==> src/hw/rtl/psva_pkg.sv <==
// ----------------------------------------------------------------------------
// psva_pkg
// Shared types and constants for the power-state vote arbiter.
// ----------------------------------------------------------------------------
package psva_pkg;

    // Defaults for the top-level parameters
    localparam int STATE_COUNT_DEF = 6;
    localparam int COUNT_BITS_DEF  = 16;

    // Fixed field widths
    localparam int STATE_W = 3;
    localparam int MUX_W   = 2;

    // State codes of note
    localparam logic [STATE_W-1:0] STATE_OFF   = 3'd0;
    localparam logic [STATE_W-1:0] STATE_READY = 3'd1;

    // Reset value of the allowed-maximum register
    localparam logic [STATE_W-1:0] MAX_ALLOWED_RST = 3'd5;

    // Clock-mux action codes
    typedef enum logic [MUX_W-1:0] {
        MUX_NONE   = 2'd0,
        MUX_NORMAL = 2'd1,
        MUX_LOW    = 2'd2
    } mux_action_t;

    // Status codes
    typedef enum logic {
        STATUS_OK      = 1'b0,
        STATUS_INVALID = 1'b1
    } status_t;

    // One registered vote item
    typedef struct packed {
        logic               vld;
        logic [STATE_W-1:0] old_state;
        logic               old_aggressor;
        logic [STATE_W-1:0] new_state;
        logic               new_aggressor;
    } vote_t;

endpackage

==> src/hw/rtl/psva_counts.sv <==
// ----------------------------------------------------------------------------
// psva_counts
// Per-state vote counters for both classes, with underflow detection and
// saturating increment. Reports which counts are nonzero after the update.
// ----------------------------------------------------------------------------
module psva_counts
    import psva_pkg::*;
#(
    parameter int STATE_COUNT = STATE_COUNT_DEF,
    parameter int COUNT_BITS  = COUNT_BITS_DEF
)
(
    input  logic                   clk,
    input  logic                   rst_n,
    input  vote_t                  vote,
    output logic [STATE_COUNT-1:0] aggr_live,
    output logic [STATE_COUNT-1:0] pass_live,
    output logic                   underflow
);

    // Entry 0 (off) is never counted, so it has no counter
    logic [COUNT_BITS-1:0] aggr_cnt_reg  [1:STATE_COUNT-1];
    logic [COUNT_BITS-1:0] aggr_cnt_next [1:STATE_COUNT-1];
    logic [COUNT_BITS-1:0] pass_cnt_reg  [1:STATE_COUNT-1];
    logic [COUNT_BITS-1:0] pass_cnt_next [1:STATE_COUNT-1];
    logic [STATE_COUNT-1:1] aggr_under;
    logic [STATE_COUNT-1:1] pass_under;

    assign aggr_live[0] = 1'b0;
    assign pass_live[0] = 1'b0;
    assign underflow    = |aggr_under | |pass_under;

    for (genvar i = 1; i < STATE_COUNT; i++) begin : g_entry
        logic                  old_hit;
        logic                  new_hit;
        logic [COUNT_BITS-1:0] aggr_mid;
        logic [COUNT_BITS-1:0] pass_mid;

        // Does this item touch entry i?
        assign old_hit = vote.vld && ({{(32-STATE_W){1'b0}}, vote.old_state} == 32'(i));
        assign new_hit = vote.vld && ({{(32-STATE_W){1'b0}}, vote.new_state} == 32'(i));

        // Withdraw first, then add the new vote
        always_comb
        begin
            aggr_under[i] = old_hit && vote.old_aggressor && (aggr_cnt_reg[i] == '0);
            pass_under[i] = old_hit && !vote.old_aggressor && (pass_cnt_reg[i] == '0);

            aggr_mid = aggr_cnt_reg[i];
            if (old_hit && vote.old_aggressor && (aggr_cnt_reg[i] != '0))
            begin
                aggr_mid = aggr_cnt_reg[i] - 1'b1;
            end
            pass_mid = pass_cnt_reg[i];
            if (old_hit && !vote.old_aggressor && (pass_cnt_reg[i] != '0))
            begin
                pass_mid = pass_cnt_reg[i] - 1'b1;
            end

            aggr_cnt_next[i] = aggr_mid;
            if (new_hit && vote.new_aggressor && (aggr_mid != '1))
            begin
                aggr_cnt_next[i] = aggr_mid + 1'b1;
            end
            pass_cnt_next[i] = pass_mid;
            if (new_hit && !vote.new_aggressor && (pass_mid != '1))
            begin
                pass_cnt_next[i] = pass_mid + 1'b1;
            end
        end

        assign aggr_live[i] = (aggr_cnt_next[i] != '0);
        assign pass_live[i] = (pass_cnt_next[i] != '0);

        // Counter registers
        always_ff @(posedge clk or negedge rst_n)
        begin
            if (!rst_n)
            begin
                aggr_cnt_reg[i] <= '0;
                pass_cnt_reg[i] <= '0;
            end
            else
            begin
                aggr_cnt_reg[i] <= aggr_cnt_next[i];
                pass_cnt_reg[i] <= pass_cnt_next[i];
            end
        end
    end

endmodule

==> src/hw/rtl/power_state_vote_arbiter_core.sv <==
// ----------------------------------------------------------------------------
// power_state_vote_arbiter_core
// Tallies power-state votes and picks the winning state and class.
//
//  Channel  | Handshake               | Payload
//  ---------+-------------------------+------------------------------------
//  vote in  | start / busy            | old_state, old_aggressor,
//           |                         | new_state, new_aggressor
//  result   | done (one-cycle strobe) | chosen_state, chosen_aggressor,
//           |                         | change_issued, mux_action, status,
//           |                         | underflow
//  config   | cfg_valid / cfg_ready   | cfg_data (max_allowed_state)
//
// One item per cycle while busy is low; done follows the accepting edge
// through the input register, then counter update, winner pick and the
// result register.
// busy is high only in the first cycle after reset; it is low otherwise.
// The receiver cannot stall, so results leave on every done strobe.
// Reset clears all counts, sets the current state to off with aggressor
// class, and the allowed maximum to 5.
// ----------------------------------------------------------------------------
module power_state_vote_arbiter_core
    import psva_pkg::*;
#(
    parameter int STATE_COUNT = STATE_COUNT_DEF,
    parameter int COUNT_BITS  = COUNT_BITS_DEF
)
(
    input  logic               clk,
    input  logic               rst_n,
    // vote item in
    input  logic               start,
    output logic               busy,
    input  logic [STATE_W-1:0] old_state,
    input  logic               old_aggressor,
    input  logic [STATE_W-1:0] new_state,
    input  logic               new_aggressor,
    // result out
    output logic               done,
    output logic [STATE_W-1:0] chosen_state,
    output logic               chosen_aggressor,
    output logic               change_issued,
    output logic [MUX_W-1:0]   mux_action,
    output logic               status,
    output logic               underflow,
    // configuration
    input  logic               cfg_valid,
    output logic               cfg_ready,
    input  logic [STATE_W-1:0] cfg_data
);

    logic                   busy_reg;
    vote_t                  vote_reg;
    vote_t                  vote_next;
    logic [STATE_W-1:0]     max_allowed_reg;
    logic [STATE_W-1:0]     cur_state_reg;
    logic [STATE_W-1:0]     cur_state_next;
    logic                   cur_aggr_reg;
    logic                   cur_aggr_next;

    logic [STATE_COUNT-1:0] aggr_live;
    logic [STATE_COUNT-1:0] pass_live;
    logic                   under;

    logic [STATE_W-1:0]     aggr_idx;
    logic                   aggr_any;
    logic [STATE_W-1:0]     pass_idx;
    logic [STATE_W-1:0]     win;
    logic                   win_aggr;
    logic                   issued;
    mux_action_t            mux;
    status_t                stat;

    logic                   done_reg;
    logic [STATE_W-1:0]     chosen_state_reg;
    logic                   chosen_aggr_reg;
    logic                   issued_reg;
    mux_action_t            mux_reg;
    status_t                status_reg;
    logic                   under_reg;

    assign busy      = busy_reg;
    assign cfg_ready = 1'b1;

    // Input register
    always_comb
    begin
        vote_next.vld           = start && !busy_reg;
        vote_next.old_state     = old_state;
        vote_next.old_aggressor = old_aggressor;
        vote_next.new_state     = new_state;
        vote_next.new_aggressor = new_aggressor;
    end

    always_ff @(posedge clk or negedge rst_n)
    begin
        if (!rst_n)
        begin
            busy_reg        <= 1'b1;
            vote_reg        <= '0;
            max_allowed_reg <= MAX_ALLOWED_RST;
        end
        else
        begin
            busy_reg <= 1'b0;
            vote_reg <= vote_next;
            if (cfg_valid && cfg_ready)
            begin
                max_allowed_reg <= cfg_data;
            end
        end
    end

    // Counter banks
    psva_counts #(
        .STATE_COUNT (STATE_COUNT),
        .COUNT_BITS  (COUNT_BITS)
    ) u_counts (
        .clk       (clk),
        .rst_n     (rst_n),
        .vote      (vote_reg),
        .aggr_live (aggr_live),
        .pass_live (pass_live),
        .underflow (under)
    );

    // Highest live state in each class
    always_comb
    begin
        aggr_idx = STATE_OFF;
        aggr_any = 1'b0;
        pass_idx = STATE_OFF;
        for (int i = 0; i < STATE_COUNT; i++)
        begin
            if (aggr_live[i])
            begin
                aggr_idx = STATE_W'(i);
                aggr_any = 1'b1;
            end
            if (pass_live[i])
            begin
                pass_idx = STATE_W'(i);
            end
        end
    end

    // Winner and request decision
    always_comb
    begin
        win            = aggr_any ? aggr_idx : pass_idx;
        win_aggr       = aggr_any;
        issued         = 1'b0;
        mux            = MUX_NONE;
        stat           = STATUS_OK;
        cur_state_next = cur_state_reg;
        cur_aggr_next  = cur_aggr_reg;
        if (win > max_allowed_reg)
        begin
            stat = STATUS_INVALID;
        end
        else if ((win != cur_state_reg) || (win_aggr != cur_aggr_reg))
        begin
            if (win != STATE_OFF)
            begin
                issued = 1'b1;
                if (cur_state_reg == STATE_READY)
                begin
                    mux = MUX_NORMAL;
                end
                else if (win == STATE_READY)
                begin
                    mux = MUX_LOW;
                end
            end
            cur_state_next = win;
            cur_aggr_next  = win_aggr;
        end
    end

    // Current request and result registers
    always_ff @(posedge clk or negedge rst_n)
    begin
        if (!rst_n)
        begin
            cur_state_reg <= STATE_OFF;
            cur_aggr_reg  <= 1'b1;
            done_reg      <= 1'b0;
        end
        else
        begin
            done_reg <= vote_reg.vld;
            if (vote_reg.vld)
            begin
                cur_state_reg <= cur_state_next;
                cur_aggr_reg  <= cur_aggr_next;
            end
        end
    end

    always_ff @(posedge clk)
    begin
        if (vote_reg.vld)
        begin
            chosen_state_reg <= win;
            chosen_aggr_reg  <= win_aggr;
            issued_reg       <= issued;
            mux_reg          <= mux;
            status_reg       <= stat;
            under_reg        <= under;
        end
    end

    assign done             = done_reg;
    assign chosen_state     = chosen_state_reg;
    assign chosen_aggressor = chosen_aggr_reg;
    assign change_issued    = issued_reg;
    assign mux_action       = mux_reg;
    assign status           = status_reg;
    assign underflow        = under_reg;

endmodule

==> config.mk <==
export PLATFORM = sky130hd
export DESIGN_NAME = power_state_vote_arbiter_core
export DESIGN_NICKNAME = d
export VERILOG_FILES = /design/src/hw/rtl/psva_pkg.sv /design/src/hw/rtl/psva_counts.sv /design/src/hw/rtl/power_state_vote_arbiter_core.sv
export SDC_FILE = /design/constraint.sdc
export NUM_CORES = 1
export LEC_CHECK = 0
export BUFFER_PORTS_ARGS = -buffer_cell sky130_fd_sc_hd__clkbuf_2
export CORE_MARGIN = 3
export CORE_UTILIZATION = 40
export DETAILED_ROUTE_END_ITERATION = 10
export PLACE_DENSITY_LB_ADDON = 0.25
export SETUP_SLACK_MARGIN = 0.2
export SLEW_MARGIN = 15
export SYNTH_ARGS = -nofsm -noshare
export SYNTH_HDL_FRONTEND = slang
export SYNTH_SLANG_ARGS = --single-unit
export TNS_END_PERCENT = 1
==> constraint.sdc <==
create_clock -name clk -period 9.7 [get_ports clk]
set_input_delay 1.94 -clock clk [delete_from_list [all_inputs] [get_ports clk]]
set_output_delay 1.94 -clock clk [all_outputs]
set_load 0.005 [all_outputs]
==> results.toml <==
[floorplan]
rows = 77
io_pins = 27
core_area_sq_um = 44400
start_util_pct = 40.7
die_h_microns = 219
die-area_sq_um = 47800
dieWidth_microns = 219

[logic_synthesis]
synth_top_cell_by_area = "dfrtp_1"
ys.flop_type = "dfrtp_1"
yosys.cell_types.count = 95
synthArstFlopShare_pct = 95.2
synth_top_area_share_pct = 24.1
syn_area_sq_um = 18100
ys_ff_latch = 187
syn_nets = 2327
synth_edf_count = 9
ys_seq_area_share_pct = 26.1
syn_inst = 2287
yosys_warnings = 0
netlist_top_cells_area = "dfrtp_1 24%, xnor2_1 7.1%, nor2_1 4.2%"
syn_avg_cell_area_sq_um = 7.91

[timing]
worstMarginPinSlew_ps = 1110
finalSetupViolCount = 0
slew_headroom_pct = 25.7
finalCritPeriodShare_pct = 88.7
finClkSkew_ps = 8.18
rsz0062_at_grt = "no"
setup-tns-final_ps = 0
layout_min_cycle_time_ps = 8600
fmax_mhz = 116
worst_slack_ps = 1100
slew_violations = 0
timing_hold_violations_final = 0

[hold_path]
hold_depth = 2
hold_class = "reg -> reg"

[detailed_routing]
via_per_inst = 6.34
top_layer_used = "met4"
drt-total-wl_microns = 54600
drcViolationCount = 0
num_vias = 18000
wl_met2_microns = 25100
drt_iter0_drc = 1713
dr.pass1.iters = 6
met3_length_microns = 3350
wl_met1_microns = 24500
ant_nets = 0
wl_per_cell_microns = 19.2

[cts]
root_buffer = "clkbuf_16"
cts_hold_buf = 0
cts_resized = 0
clkTransAtPathRegs_ps = 70
numCtsBuffers = 17
cts_buffer_depth = 2
cts_tree = "done"
htreeDepth = 4
clock-sinks = 187
clkLatencyLatePin_ps = 470
cts_setup_buffers = 0

[cells_and_area]
nets = 2273
multi_input_area_sq_um = 12700
n_fill_cell = 4386
drive_gt1_share_pct = 7.30
n_antenna_cell = 0
final-seq-area_sq_um = 4730
syn2layout_area_growth_pct = 6.43

[grt]
track_usage_pct = 22.5
grt_pass1_wl_microns = 87900
grt_max_degree = 79
antenna_found_initial = 0
grt-ovfl-total = 0
grt_pass1_vias = 16900

[worst_setup_path]
critPathArrivalTime_ps = 8950
slowest_stage = "o21ai_0"
cp.depth = 31
slowest_delay_ps = 830
crit_path_start_kind = "flip-flop"
critPathTopFamily = "compound AO/OA/AOI/OAI gates"
critPathKind = "reg -> reg"
crit_path_end_kind = "flip-flop"
crit_fanout = 11
ff2ff_path_depth = 31
crit_top_cell = "inv_1"
crit_buf_inv = 5
worstPathRequired_ps = 10050

[placement]
dp_hpwl_microns = 41000
globalplace.congestion = 0.946
io_buffers = 25
dpl_worst_slack_ps = 1210

[power]
powerDensity_nw_per_um2 = 261
vdd_ir_drop_max_uv = 137
p_leak_nw = 7.11

[status]
status = "finished clean"

[run]
cap_violations = 0
report_power, final:
group	internal [mW]	switching, mW
sequential	1.03	0.486
combinational	1.07	1.68
clock	0.406	0.348
total	2.50	2.51
layout make-up:
class | count | share of cell area, %
clock inverters | 15 | 0.890
flip-flops and latches | 187 | 24.6
multi-input cells | 1925 | 65.9
repair buffers | 43 | 1.40
well taps | 592 | 3.85
inverters | 59 | 1.15
clock buffers | 17 | 2.21
cell usage after synthesis (9+ instances only):
cell type	instances
o31ai_1	19
xnor2_1	146
a21o_1	17
nor3_1	111
edfxtp_1	9
o211ai_1	37
and4_1	21
mux2_2	22
o2111ai_1	17
and3_1	35
nand2_1	176
o21a_1	17
clkbuf_1	100
xor2_1	80
nand4b_1	15
a211oi_1	28
ha_1	25
a31oi_1	45
or3_1	34
or3b_2	10
a21oi_1	89
nor4_1	78
a21boi_0	15
a2111oi_0	16
o41ai_1	9
or2_2	23
nor2b_1	29
and2_1	29
nand4_1	68
a211o_1	9
nor3b_1	19
mux2i_1	43
or4_1	53
nand3_1	96
nor4b_1	25
o21ai_0	70
nor2_1	203
inv_1	59
nand2b_1	23
a22oi_1	11
nand3b_1	10
dfrtp_1	174
cells by family after synthesis:
| logic type | after synthesis | share of synthesized area (%) |
|---|---|---|
| and+or+nand+nor | 1105 | 34.2 |
| AOI/OAI and AO/OA | 500 | 19.4 |
| xor gates and xnor gates | 226 | 10.9 |
| DFF | 187 | 26.1 |
| buffers and inverters | 175 | 3.70 |
| muxes | 67 | 3.87 |
| adders and majority gates | 25 | 1.73 |
| other | 2 | 0.0415 |
worst min-delay path, cell delays in order (launching register included):
cell     delay (ps)
dfstp_2         370
inv_1            80
o21ai_0          90
path summary, 6_finish.rpt:
path                                                           from                                  end  slack (ps)
worst max register to register  u_counts.pass_cnt_reg[48]$_DFF_PN0_         cur_state_reg[2]$_DFFE_PN0P_        1100
worst max-delay path            u_counts.pass_cnt_reg[48]$_DFF_PN0_         cur_state_reg[2]$_DFFE_PN0P_        1100
worst min-delay path                 max_allowed_reg[2]$_DFFE_PN1P_       max_allowed_reg[2]$_DFFE_PN1P_         530
min in group asynchronous                                     rst_n  u_counts.aggr_cnt_reg[42]$_DFF_PN0_        1520
max in group asynchronous                                     rst_n  u_counts.aggr_cnt_reg[29]$_DFF_PN0_        6340
worst min register to register       max_allowed_reg[2]$_DFFE_PN1P_       max_allowed_reg[2]$_DFFE_PN1P_         530
layout by cell type (no fill, tap or decap), types with 16 or more instances in the layout:
| cell type | synthesis | final |
|---|---|---|
| nor4_1 | 78 | 78 |
| nor3b_1 | 19 | 18 |
| or4_1 | 53 | 53 |
| clkbuf_2 | 1 | 24 |
| a31oi_1 | 45 | 45 |
| dfrtp_1 | 174 | 174 |
| o2111ai_1 | 17 | 17 |
| a211oi_1 | 28 | 28 |
| nand2b_1 | 23 | 23 |
| or3_1 | 34 | 34 |
| nor4b_1 | 25 | 25 |
| nor2b_1 | 29 | 29 |
| and2_1 | 29 | 29 |
| mux2i_1 | 43 | 43 |
| o211ai_1 | 37 | 37 |
| o21ai_0 | 70 | 70 |
| a21oi_1 | 89 | 89 |
| a21o_1 | 17 | 17 |
| buf_4 | 1 | 18 |
| nand3_1 | 96 | 96 |
| a2111oi_0 | 16 | 16 |
| o21a_1 | 17 | 17 |
| clkbuf_16 | 0 | 17 |
| and3_1 | 35 | 35 |
| xnor2_1 | 146 | 146 |
| and4_1 | 21 | 21 |
| mux2_2 | 22 | 22 |
| nand4_1 | 68 | 68 |
| nor3_1 | 111 | 111 |
| inv_1 | 59 | 59 |
| xor2_1 | 80 | 80 |
| nand2_1 | 176 | 176 |
| or2_2 | 23 | 23 |
| o31ai_1 | 19 | 19 |
| nor2_1 | 203 | 203 |
| ha_1 | 25 | 25 |
per-layer routing:
metal / GRT usage, % / up-vias
li1: - / 8575
met2: 36.0 / 629
met3: 4.28 / 126
met1: 30.3 / 8653
met4: 8.09 / 0
met5: 0 / -
metrics by stage:
| step | util (%) | cells | cell area, sq um | total power, mW | hold WS, ps |
|---|---|---|---|---|---|
| after CTS | 43.3 | 2838 | 19300 | 4.97 | 543 |
| after floorplan | - | 2287 | 18100 | 3.53 | 476 |
| final | 43.3 | 2838 | 19300 | 5.02 | 535 |
| after detailed placement | 42.0 | 2806 | 18700 | 4.19 | 532 |
| after global placement | 42.0 | 2806 | 18700 | 4.17 | 521 |
| after global routing | 43.3 | 2838 | 19300 | 5.43 | 551 |
Note: power is estimated with default switching activity, not from simulation.
